$ cat config.mk
export PLATFORM = sky130hd
export DESIGN_NAME = icmp_redirect_builder
export DESIGN_NICKNAME = d
export VERILOG_FILES = /design/src/hw/rtl/irb_pkg.sv /design/src/hw/rtl/irb_dp.sv /design/src/hw/rtl/irb_ctrl.sv /design/src/hw/rtl/icmp_redirect_builder.sv
export VERILOG_INCLUDE_DIRS = /design/src /design/src/hw/rtl
export SDC_FILE = /design/constraint.sdc
export NUM_CORES = 2
export LEC_CHECK = 0
export BUFFER_PORTS_ARGS = -buffer_cell sky130_fd_sc_hd__buf_2
export CAP_MARGIN = 20
export CORE_ASPECT_RATIO = 0.8
export CORE_MARGIN = 1
export CORE_UTILIZATION = 35
export CTS_CLUSTER_SIZE = 10
export DETAILED_ROUTE_END_ITERATION = 12
export GPL_TIMING_DRIVEN = 0
export PLACE_DENSITY = 0.49
export SETUP_SLACK_MARGIN = 0.05
export SYNTH_ARGS = -nofsm -noshare
export SYNTH_HDL_FRONTEND = slang
export SYNTH_SLANG_ARGS = --single-unit
$ cat constraint.sdc
create_clock -name clk -period 16.45 [get_ports clk]
set_clock_uncertainty 0.2 [all_clocks]
set_input_delay 2.4675 -clock clk [delete_from_list [all_inputs] [get_ports clk]]
set_output_delay 2.4675 -clock clk [all_outputs]
set_load 0.02 [all_outputs]
$ cat src/hw/rtl/icmp_redirect_builder_defines.svh
// Assertion macros shared by the ICMP redirect builder RTL.
`ifndef ICMP_REDIRECT_BUILDER_DEFINES_SVH
`define ICMP_REDIRECT_BUILDER_DEFINES_SVH

// Same-cycle implication, clocked on clk, off during reset.
`define IRB_ASSERT_IMPL(lbl, ante, cons, msg) \
  lbl: assert property (@(posedge clk) disable iff (!rst_n) (ante) |-> (cons)) \
    else $error(msg);

// Next-cycle implication, clocked on clk, off during reset.
`define IRB_ASSERT_NEXT(lbl, ante, cons, msg) \
  lbl: assert property (@(posedge clk) disable iff (!rst_n) (ante) |=> (cons)) \
    else $error(msg);

`endif

$ cat src/hw/rtl/irb_pkg.sv
// Shared types and constants for the ICMP redirect builder.
package irb_pkg;

  localparam int QUOTE_LIMIT = 68;
  localparam int QUOTE_ROWS  = 17;
  localparam int ROW_W       = 5;
  localparam int QLEN_W      = 7;
  localparam int POS_W       = 11;
  localparam int WORD_W      = 5;
  localparam int FIXED_BYTES = 28;
  localparam int FIXED_WORDS = 7;
  localparam int PADDR_W     = 4;

  localparam logic [POS_W-1:0] POS_MAX = 11'd2047;

  localparam logic [1:0] REG_DEST    = 2'd0;
  localparam logic [1:0] REG_SOURCE  = 2'd1;
  localparam logic [1:0] REG_GATEWAY = 2'd2;

  typedef struct packed {
    logic take;
    logic csum_sum;
    logic csum_fold;
    logic word_load;
    logic word_send;
  } irb_cmd_t;

  typedef struct packed {
    logic pkt_ok;
    logic last_word;
  } irb_stat_t;

endpackage

$ cat src/hw/rtl/irb_dp.sv
// Datapath: frame capture, quote store, checksums and output word register.
`include "icmp_redirect_builder_defines.svh"

module irb_dp #(
  parameter int LINK_HEADER_BYTES = 14,
  parameter int EXTRA_DATA_BYTES  = 8,
  parameter int MAX_IP_HEADER     = 60
) (
  input  logic               clk,
  input  logic               rst_n,
  input  irb_pkg::irb_cmd_t  cmd,
  output irb_pkg::irb_stat_t stat,
  input  logic [7:0]         in_frame_byte,
  input  logic               in_frame_end,
  input  logic [31:0]        dest_address,
  input  logic [31:0]        source_address,
  input  logic [31:0]        redirect_gateway,
  output logic               out_valid,
  output logic [31:0]        out_word,
  output logic               out_last
);
  import irb_pkg::*;

  localparam logic [POS_W-1:0]  LINK_POS = POS_W'(LINK_HEADER_BYTES);
  localparam logic [QLEN_W-1:0] MAX_HL   = QLEN_W'(MAX_IP_HEADER);
  localparam logic [QLEN_W-1:0] EXTRA    = QLEN_W'(EXTRA_DATA_BYTES);

  localparam logic [WORD_W-1:0] W_LENGTH  = 5'd0;
  localparam logic [WORD_W-1:0] W_IDENT   = 5'd1;
  localparam logic [WORD_W-1:0] W_TTL     = 5'd2;
  localparam logic [WORD_W-1:0] W_SOURCE  = 5'd3;
  localparam logic [WORD_W-1:0] W_DEST    = 5'd4;
  localparam logic [WORD_W-1:0] W_ICMP    = 5'd5;
  localparam logic [WORD_W-1:0] W_GATEWAY = 5'd6;

  logic [POS_W-1:0]   pos_r;
  logic [QLEN_W-1:0]  qlen_r;
  logic [23:0]        qsum_r;
  logic [15:0]        ident_r;
  logic [WORD_W-1:0]  idx_r;
  logic [19:0]        ip_acc_r;
  logic [24:0]        icmp_acc_r;
  logic [3:0][7:0]    rd_data_r;
  logic               out_valid_r;
  logic [31:0]        out_word_r;
  logic               out_last_r;
  logic [3:0][7:0]    mem [QUOTE_ROWS];

  logic [QLEN_W-1:0]  hl_raw;
  logic [QLEN_W-1:0]  hl_cap;
  logic [7:0]         hl_ext;
  logic [QLEN_W-1:0]  qlen_new;
  logic [QLEN_W-1:0]  qlen_eff;
  logic [POS_W-1:0]   off;
  logic [POS_W-1:0]   pos_inc;
  logic               store;
  logic               complete;
  logic [23:0]        qsum_add;
  logic [ROW_W-1:0]   wr_row;
  logic [7:0]         total;
  logic [7:0]         qlen_up;
  logic [WORD_W-1:0]  last_idx;
  logic               pkt_done;
  logic [WORD_W-1:0]  idx_nxt;
  logic [ROW_W-1:0]   rd_row;
  logic [ROW_W-1:0]   cur_row;
  logic [QLEN_W-1:0]  qbase;
  logic [3:0][7:0]    quote_word;
  logic [15:0]        ip_csum;
  logic [15:0]        icmp_csum;
  logic [31:0]        word_sel;

  // capture side
  assign hl_raw   = {1'b0, in_frame_byte[3:0], 2'b00};
  assign hl_cap   = (hl_raw > MAX_HL) ? MAX_HL : hl_raw;
  assign hl_ext   = {1'b0, hl_cap} + {1'b0, EXTRA};
  assign qlen_new = (hl_ext > 8'(QUOTE_LIMIT)) ? QLEN_W'(QUOTE_LIMIT) : hl_ext[QLEN_W-1:0];
  assign qlen_eff = (pos_r == LINK_POS) ? qlen_new : qlen_r;
  assign off      = pos_r - LINK_POS;
  assign store    = (pos_r >= LINK_POS) && (off < {4'b0, qlen_eff});
  assign pos_inc  = (pos_r == POS_MAX) ? pos_r : pos_r + 11'd1;
  assign complete = (pos_inc > LINK_POS) && ((pos_inc - LINK_POS) >= {4'b0, qlen_eff});
  assign qsum_add = off[0] ? {16'b0, in_frame_byte} : {8'b0, in_frame_byte, 8'b0};
  assign wr_row   = off[6:2];

  assign stat.pkt_ok = in_frame_end && complete;

  // emit side
  assign total     = 8'(FIXED_BYTES) + {1'b0, qlen_r};
  assign qlen_up   = {1'b0, qlen_r} + 8'd3;
  assign last_idx  = WORD_W'(FIXED_WORDS - 1) + qlen_up[6:2];
  assign stat.last_word = (idx_r == last_idx);
  assign pkt_done  = cmd.word_send && stat.last_word;

  always_comb begin
    idx_nxt = idx_r;
    if (cmd.word_send) begin
      idx_nxt = stat.last_word ? '0 : idx_r + 5'd1;
    end
  end

  assign rd_row  = (idx_nxt >= WORD_W'(FIXED_WORDS)) ? idx_nxt - WORD_W'(FIXED_WORDS) : '0;
  assign cur_row = idx_r - WORD_W'(FIXED_WORDS);
  assign qbase   = {cur_row, 2'b00};

  always_comb begin
    for (int j = 0; j < 4; j++) begin
      if ((qbase + QLEN_W'(j)) < qlen_r) begin
        quote_word[3-j] = rd_data_r[3-j];
      end else begin
        quote_word[3-j] = 8'h00;
      end
    end
  end

  assign ip_csum   = ~ip_acc_r[15:0];
  assign icmp_csum = ~icmp_acc_r[15:0];

  always_comb begin
    unique case (idx_r)
      W_LENGTH:  word_sel = {16'h4500, 8'h00, total};
      W_IDENT:   word_sel = {ident_r, 16'h0000};
      W_TTL:     word_sel = {16'hff01, ip_csum};
      W_SOURCE:  word_sel = source_address;
      W_DEST:    word_sel = dest_address;
      W_ICMP:    word_sel = {16'h0501, icmp_csum};
      W_GATEWAY: word_sel = redirect_gateway;
      default:   word_sel = quote_word;
    endcase
  end

  always_ff @(posedge clk) begin
    if (!rst_n) begin
      pos_r   <= '0;
      qlen_r  <= '0;
      qsum_r  <= '0;
      ident_r <= '0;
      idx_r   <= '0;
    end else begin
      idx_r <= idx_nxt;
      if (cmd.take) begin
        pos_r <= in_frame_end ? '0 : pos_inc;
        if (in_frame_end && !complete) begin
          qlen_r <= '0;
          qsum_r <= '0;
        end else begin
          qlen_r <= qlen_eff;
          if (store) begin
            qsum_r <= qsum_r + qsum_add;
          end
        end
      end
      if (pkt_done) begin
        qlen_r  <= '0;
        qsum_r  <= '0;
        ident_r <= ident_r + 16'd1;
      end
    end
  end

  always_ff @(posedge clk) begin
    if (cmd.take && store) begin
      mem[wr_row][~off[1:0]] <= in_frame_byte;
    end
    rd_data_r <= mem[rd_row];
  end

  always_ff @(posedge clk) begin
    if (cmd.csum_sum) begin
      ip_acc_r <= 20'h4500 + 20'hff01 + {12'b0, total} + {4'b0, ident_r}
                + {4'b0, source_address[31:16]} + {4'b0, source_address[15:0]}
                + {4'b0, dest_address[31:16]} + {4'b0, dest_address[15:0]};
      icmp_acc_r <= 25'h0501 + {9'b0, redirect_gateway[31:16]}
                  + {9'b0, redirect_gateway[15:0]} + {1'b0, qsum_r};
    end else if (cmd.csum_fold) begin
      ip_acc_r   <= {4'b0, ip_acc_r[15:0]} + {16'b0, ip_acc_r[19:16]};
      icmp_acc_r <= {9'b0, icmp_acc_r[15:0]} + {16'b0, icmp_acc_r[24:16]};
    end
  end

  always_ff @(posedge clk) begin
    if (!rst_n) begin
      out_valid_r <= 1'b0;
    end else if (cmd.word_load) begin
      out_valid_r <= 1'b1;
    end else if (cmd.word_send) begin
      out_valid_r <= 1'b0;
    end
  end

  always_ff @(posedge clk) begin
    if (cmd.word_load) begin
      out_word_r <= word_sel;
      out_last_r <= stat.last_word;
    end
  end

  assign out_valid = out_valid_r;
  assign out_word  = out_word_r;
  assign out_last  = out_last_r;

  `IRB_ASSERT_IMPL(a_valid_from_load, $rose(out_valid_r), $past(cmd.word_load), "beat raised without load")
  `IRB_ASSERT_NEXT(a_ident_step, pkt_done, ident_r == 16'($past(ident_r) + 16'd1), "ident not advanced")
  `IRB_ASSERT_IMPL(a_qlen_limit, 1'b1, qlen_r <= QLEN_W'(QUOTE_LIMIT), "quote length beyond limit")

endmodule

$ cat src/hw/rtl/irb_ctrl.sv
// Controller: sequences capture, checksum folding and word emission.
`include "icmp_redirect_builder_defines.svh"

module irb_ctrl (
  input  logic               clk,
  input  logic               rst_n,
  input  logic               in_valid,
  output logic               in_stall,
  input  logic               out_valid,
  input  logic               out_stall,
  input  irb_pkg::irb_stat_t stat,
  output irb_pkg::irb_cmd_t  cmd
);
  import irb_pkg::*;

  typedef enum logic [5:0] {
    ST_COLLECT = 6'b000001,
    ST_SUM     = 6'b000010,
    ST_FOLD_A  = 6'b000100,
    ST_FOLD_B  = 6'b001000,
    ST_LOAD    = 6'b010000,
    ST_SEND    = 6'b100000
  } state_t;

  state_t state_r;
  state_t state_nxt;

  always_comb begin
    cmd       = '0;
    in_stall  = 1'b1;
    state_nxt = state_r;
    unique case (state_r)
      ST_COLLECT: begin
        in_stall = 1'b0;
        cmd.take = in_valid;
        if (in_valid && stat.pkt_ok) begin
          state_nxt = ST_SUM;
        end
      end
      ST_SUM: begin
        cmd.csum_sum = 1'b1;
        state_nxt    = ST_FOLD_A;
      end
      ST_FOLD_A: begin
        cmd.csum_fold = 1'b1;
        state_nxt     = ST_FOLD_B;
      end
      ST_FOLD_B: begin
        cmd.csum_fold = 1'b1;
        state_nxt     = ST_LOAD;
      end
      ST_LOAD: begin
        cmd.word_load = 1'b1;
        state_nxt     = ST_SEND;
      end
      ST_SEND: begin
        if (!out_stall) begin
          cmd.word_send = 1'b1;
          state_nxt     = stat.last_word ? ST_COLLECT : ST_LOAD;
        end
      end
      default: begin
        state_nxt = ST_COLLECT;
      end
    endcase
  end

  always_ff @(posedge clk) begin
    if (!rst_n) begin
      state_r <= ST_COLLECT;
    end else begin
      state_r <= state_nxt;
    end
  end

  `IRB_ASSERT_NEXT(a_end_to_sum, cmd.take && stat.pkt_ok, state_r == ST_SUM, "complete frame not built")
  `IRB_ASSERT_IMPL(a_send_has_beat, state_r == ST_SEND, out_valid, "send state without beat")
  `IRB_ASSERT_NEXT(a_last_to_idle, out_valid && !out_stall && stat.last_word, state_r == ST_COLLECT, "no return after last beat")

endmodule

$ cat src/hw/rtl/icmp_redirect_builder.sv
// Top level of the ICMP redirect builder: register file, controller and datapath.
//
//   channel | direction | handshake            | payload
//   in      | input     | in_valid / in_stall  | in_frame_byte, in_frame_end
//   out     | output    | out_valid / out_stall| out_word, out_last
//   cfg     | input     | psel/penable/pwrite  | paddr, pwdata, prdata
//
// Frame bytes are taken at one per cycle while capturing.
// A complete frame passes the checksum states ST_SUM, ST_FOLD_A and ST_FOLD_B, then a load and
// a send state per word, 7 to 24 words, with in_stall high throughout.
// A stalled beat holds its word until out_stall drops.
// rst_n is synchronous, active low; the quote store is not cleared.

module icmp_redirect_builder #(
  parameter int LINK_HEADER_BYTES = 14,
  parameter int EXTRA_DATA_BYTES  = 8,
  parameter int MAX_IP_HEADER     = 60
) (
  input  logic                        clk,
  input  logic                        rst_n,
  input  logic                        in_valid,
  output logic                        in_stall,
  input  logic [7:0]                  in_frame_byte,
  input  logic                        in_frame_end,
  output logic                        out_valid,
  input  logic                        out_stall,
  output logic [31:0]                 out_word,
  output logic                        out_last,
  input  logic                        psel,
  input  logic                        penable,
  input  logic                        pwrite,
  input  logic [irb_pkg::PADDR_W-1:0] paddr,
  input  logic [31:0]                 pwdata,
  output logic [31:0]                 prdata,
  output logic                        pready
);
  import irb_pkg::*;

  logic [31:0] dest_address_r;
  logic [31:0] source_address_r;
  logic [31:0] redirect_gateway_r;
  logic        cfg_wr;
  irb_cmd_t    cmd;
  irb_stat_t   stat;

  assign pready = 1'b1;
  assign cfg_wr = psel && penable && pwrite;

  always_ff @(posedge clk) begin
    if (!rst_n) begin
      dest_address_r     <= '0;
      source_address_r   <= '0;
      redirect_gateway_r <= '0;
    end else if (cfg_wr) begin
      unique case (paddr[3:2])
        REG_DEST:    dest_address_r     <= pwdata;
        REG_SOURCE:  source_address_r   <= pwdata;
        REG_GATEWAY: redirect_gateway_r <= pwdata;
        default: begin
        end
      endcase
    end
  end

  always_comb begin
    unique case (paddr[3:2])
      REG_DEST:    prdata = dest_address_r;
      REG_SOURCE:  prdata = source_address_r;
      REG_GATEWAY: prdata = redirect_gateway_r;
      default:     prdata = '0;
    endcase
  end

  irb_ctrl u_ctrl (
    .clk       (clk),
    .rst_n     (rst_n),
    .in_valid  (in_valid),
    .in_stall  (in_stall),
    .out_valid (out_valid),
    .out_stall (out_stall),
    .stat      (stat),
    .cmd       (cmd)
  );

  irb_dp #(
    .LINK_HEADER_BYTES (LINK_HEADER_BYTES),
    .EXTRA_DATA_BYTES  (EXTRA_DATA_BYTES),
    .MAX_IP_HEADER     (MAX_IP_HEADER)
  ) u_dp (
    .clk              (clk),
    .rst_n            (rst_n),
    .cmd              (cmd),
    .stat             (stat),
    .in_frame_byte    (in_frame_byte),
    .in_frame_end     (in_frame_end),
    .dest_address     (dest_address_r),
    .source_address   (source_address_r),
    .redirect_gateway (redirect_gateway_r),
    .out_valid        (out_valid),
    .out_word         (out_word),
    .out_last         (out_last)
  );

endmodule
==> impl_summary.log <==
[metrics] post-route cell area: 0.0459 mm2
[metrics] max-capacitance violation count: 0
[metrics] Port Buf Inserts: approximately 110
[metrics] clock tree from TritonCTS: built
[metrics] share of the clock period used by the worst path after layout: 0.433
[metrics] cell area reported after detailed placement: roughly 0.043 mm2
[metrics] Root Buffer Master: clkbuf_16
[metrics] wire length of the first global-routing pass: about 200000 um
[metrics] peak per-stage delay on the critical path: 500 ps
[metrics] number of vias per cell after detailed routing: ~5.4
[metrics] number of CTS-inserted buffers: 95
[metrics] Static Leakage: 17.3 nW
[metrics] Max rail drop VDD: 0.0664 mV
[metrics] number of H-tree levels: 3
[metrics] core area: 0.114 mm2
[metrics] half-perimeter wire length after detailed placement: roughly 100000 um
[metrics] Worst Path Required: ~14000 ps
[metrics] clock sinks: between 800 and 900
[metrics] routability-driven placement congestion ratio: ~0.9
[metrics] power per unit of standard cell area: just over 90 mW/mm2
[metrics] vias in the first global route: around 28000
[metrics] M2 GR Usage: 0.312
[metrics] WL/cell: around 25 um
[metrics] violations in the final reports: DRC
[metrics] number of antenna-violating nets in the routed design: 0
[metrics] number of vias in the routed layout: approximately 30000
[metrics] Die Outline Area: 0.117 mm2
[metrics] worst endpoint data arrival time: between 4000 and 5000 ps
[metrics] fraction of registers with async set or reset after synthesis: 0
[metrics] cell repeated most along the worst path: clkbuf_1
[metrics] Final Max Tran Viols: 0
[metrics] maximum number of pins on one net before global-route repair: between 70 and 80
[metrics] grt peak-use layer: met1
[metrics] met3 track utilization from global routing: 0.0614
[metrics] worst-skew pair later-pin latency: roughly 700 ps
[metrics] number of cells on the worst reg-to-reg path: 21
[metrics] number of enable flip-flop cells after synthesis: 621
[metrics] run status: finished, violations left
[metrics] GRT Residual Overflow: 0
[metrics] antenna violations before repair: 5
[metrics] sequential cell area fraction in the yosys report: 0.560
[metrics] routed wire length: 137000 um
[metrics] Top Family by Delay on Critical Path: buffers and inverters
[metrics] worst min path class: reg2reg
[metrics] number of cells on the worst hold path: 2
[metrics] post-cts resize count: 0
[metrics] minimum clock period after layout: about 7000 ps
[metrics] most common cell after layout, fill and taps aside: nand2_1
[metrics] FMAX: approximately 140 MHz
[metrics] CP max-delay cell: clkbuf_1
[metrics] crit path kind: in2out
[metrics] element type at the critical path end: primary output
[metrics] Starting Density: 0.353
[metrics] final setup violation count: 0
[metrics] distinct cell type count of the synthesized netlist: 87
[metrics] CTS clk-pin slew, worst paths: approximately 60 ps
[metrics] flop and latch count out of synthesis: slightly above 800
[metrics] synthesized area divided by synthesized cell count: approximately 11 um2
[metrics] total I/O pin count: 120
[metrics] Yosys Warn Count: 0
[metrics] commonest cells after routing, fill and taps aside: 743 x nand2_1, 621 x edfxtp_1, 227 x nor2_1
[metrics] die boundary width: roughly 380 um
[metrics] Top FF cell, synth: edfxtp_1
[metrics] actual transition at the worst max-transition pin: about 1200 ps
[metrics] Slew HR: 0.227
[metrics] RSZ-0062 raised after global routing: false
[metrics] Chip Height: 306 um
[metrics] number of setup buffers added after CTS: 0
[metrics] Post-Synthesis Cells: around 3700
[metrics] Synth Cell Area: slightly above 0.04 mm2
[metrics] Bufs on Longest Clock Path: 3
[metrics] GRT met1 Usage: 0.361
[metrics] drt pass-1 iters: 9
[metrics] drt initial violations: around 3400
[metrics] final sum of negative setup slack: 0 ps
[metrics] Startpoint Class: primary input
[metrics] number of buffers inserted for hold repair after clock tree synthesis: 0
[metrics] cell count along the critical path: 7
[metrics] Worst Path Buf+Inv: 4
[metrics] cell row count: approximately 110
[metrics] overall routing resource usage: 0.231
[metrics] final net count: roughly 4200
[metrics] number of endpoints with negative hold slack in the final report: 0
[metrics] ratio of cells with drive above 1 in the final layout: 0.0898
[metrics] number of design rule violations left after detail routing: 4
[metrics] Area growth, synth to finish: 13.6%
[metrics] maximum net fanout on the critical path: 10
[metrics] worst path cell trace: clkbuf_1 -> nor2b_1 -> clkbuf_1 -> clkbuf_1 -> nand2_1 -> o21ai_0 -> buf_2
-- per-layer routing --
| layer | wire length, um | vias to the layer above |
|---|---|---|
| met1 | 67400 | 14600 |
| li1 | - | 13600 |
| met3 | 11900 | 164 |
| met2 | 54400 | 1073 |
| met4 | 2990 | 2 |
| met5 | 13 | - |
-- worst paths after layout --
path / startpoint / end / slack, ps
max reg2reg: u_dp.qlen_r[0]$_SDFFE_PP0P_ / u_dp.rd_data_r[11]$_DFF_P_ / 9660
min: u_dp.mem[16][25]$_DFFE_PP_ / u_dp.rd_data_r[25]$_DFF_P_ / 270
max: paddr[3] / prdata[28] / 9320
min reg2reg: u_dp.mem[16][25]$_DFFE_PP_ / u_dp.rd_data_r[25]$_DFF_P_ / 270
-- layout make-up --
| class | instances | area (um2) |
|---|---|---|
| multi-input cells | 2498 | 16200 |
| clock inverters | 14 | 146 |
| diodes | 2 | 5.00 |
| well taps | 1525 | 1910 |
| fillers | 11200 | 68600 |
| inverters | 185 | 694 |
| flip-flops and latches | 819 | 22600 |
| clock buffers | 129 | 2550 |
| plain buffers | 198 | 915 |
| repair buffers | 131 | 877 |
-- synth_stat cells, drive strengths merged, types with 6 or more instances --
cell / n / area [um2]
inv: 185 / 694
edfxtp: 621 / 18600
a31oi: 11 / 68.8
nand3: 225 / 1130
a22oi: 39 / 293
or3: 17 / 106
a221oi: 23 / 208
buf: 78 / 464
a32oi: 36 / 315
nor2b: 28 / 175
xnor2: 96 / 841
ha: 109 / 1360
o211ai: 6 / 55.1
fa: 77 / 1540
nand2b: 16 / 115
o21ai: 107 / 539
a21boi: 107 / 803
nor3b: 12 / 90.1
dfxtp: 198 / 3960
clkbuf: 120 / 450
nand2: 743 / 2790
a21oi: 91 / 470
a21o: 25 / 188
o21a: 6 / 45.0
nor3: 38 / 206
mux2i: 161 / 1610
and2: 42 / 267
o2111ai: 43 / 377
and4: 6 / 52.6
nand4: 53 / 332
nor4: 6 / 58.8
o21bai: 7 / 52.6
xor2: 46 / 403
nor2: 228 / 858
and3: 18 / 113
-- through the flow --
step / hold WS [ps] / worst slack (ps) / total power, mW / instances / utilization
5_1_grt: 309 / 9100 / 4.41 / 5499 / 0.401
4_1_cts: 275 / 9290 / 4.32 / 5496 / 0.401
3_3_place_gp: 272 / 7910 / 2.39 / 5339 / 0.375
6_report: 270 / 9320 / 4.28 / 5501 / 0.401
3_5_place_dp: 279 / 8750 / 2.39 / 5353 / 0.377
2_1_floorplan: 218 / 9930 / 2.32 / 3700 / -
-- flip-flops by register name, summed over array words and instances (netlist names), 5 cells and up --
register and flops:
u_dp.qlen_r 7, source_address_r 32, u_dp.icmp_acc_r 25, redirect_gateway_r 32, dest_address_r 32, u_dp.ip_acc_r 19, u_dp.ident_r 16, u_dp.out_word 32
u_dp.pos_r 11, u_ctrl.state_r 6, u_dp.mem 544, u_dp.qsum_r 24, u_dp.rd_data_r 32, u_dp.idx_r 5
-- worst reg2reg max path, cell delays in order (launching register included) --
cell and delay (ps):
dfxtp_1 710, inv_1 160, ha_1 290, nor2b_1 300, xnor2_1 130, ha_1 200, xnor2_1 190, xnor2_1 120
o211a_1 250, nand2_1 190, a21oi_2 120, o21ai_0 260, ha_1 290, nor2b_1 200, nor2_1 80, o211ai_2 310
o21ai_2 250, nor2_1 930, clkbuf_1 580, a32oi_1 230, nand4_1 290, nand3_1 280
-- logic make-up after synthesis --
family | count (synthesis) | synth area share
compound gates | 558 | 0.0982
xor+xnor | 142 | 0.0308
fa+ha+maj | 186 | 0.0720
buf+inv | 383 | 0.0398
flops | 819 | 0.560
mux | 161 | 0.0399
other cells | 1 | 0.0000929
simple gates | 1449 | 0.159
-- power breakdown --
part	total (mW)	internal (mW)	switching [mW]
sequential	2.23	2.22	0.00780
clock	1.93	1.09	0.844
combinational	0.123	0.0373	0.0856
Note: power is estimated with default switching activity, not from simulation.
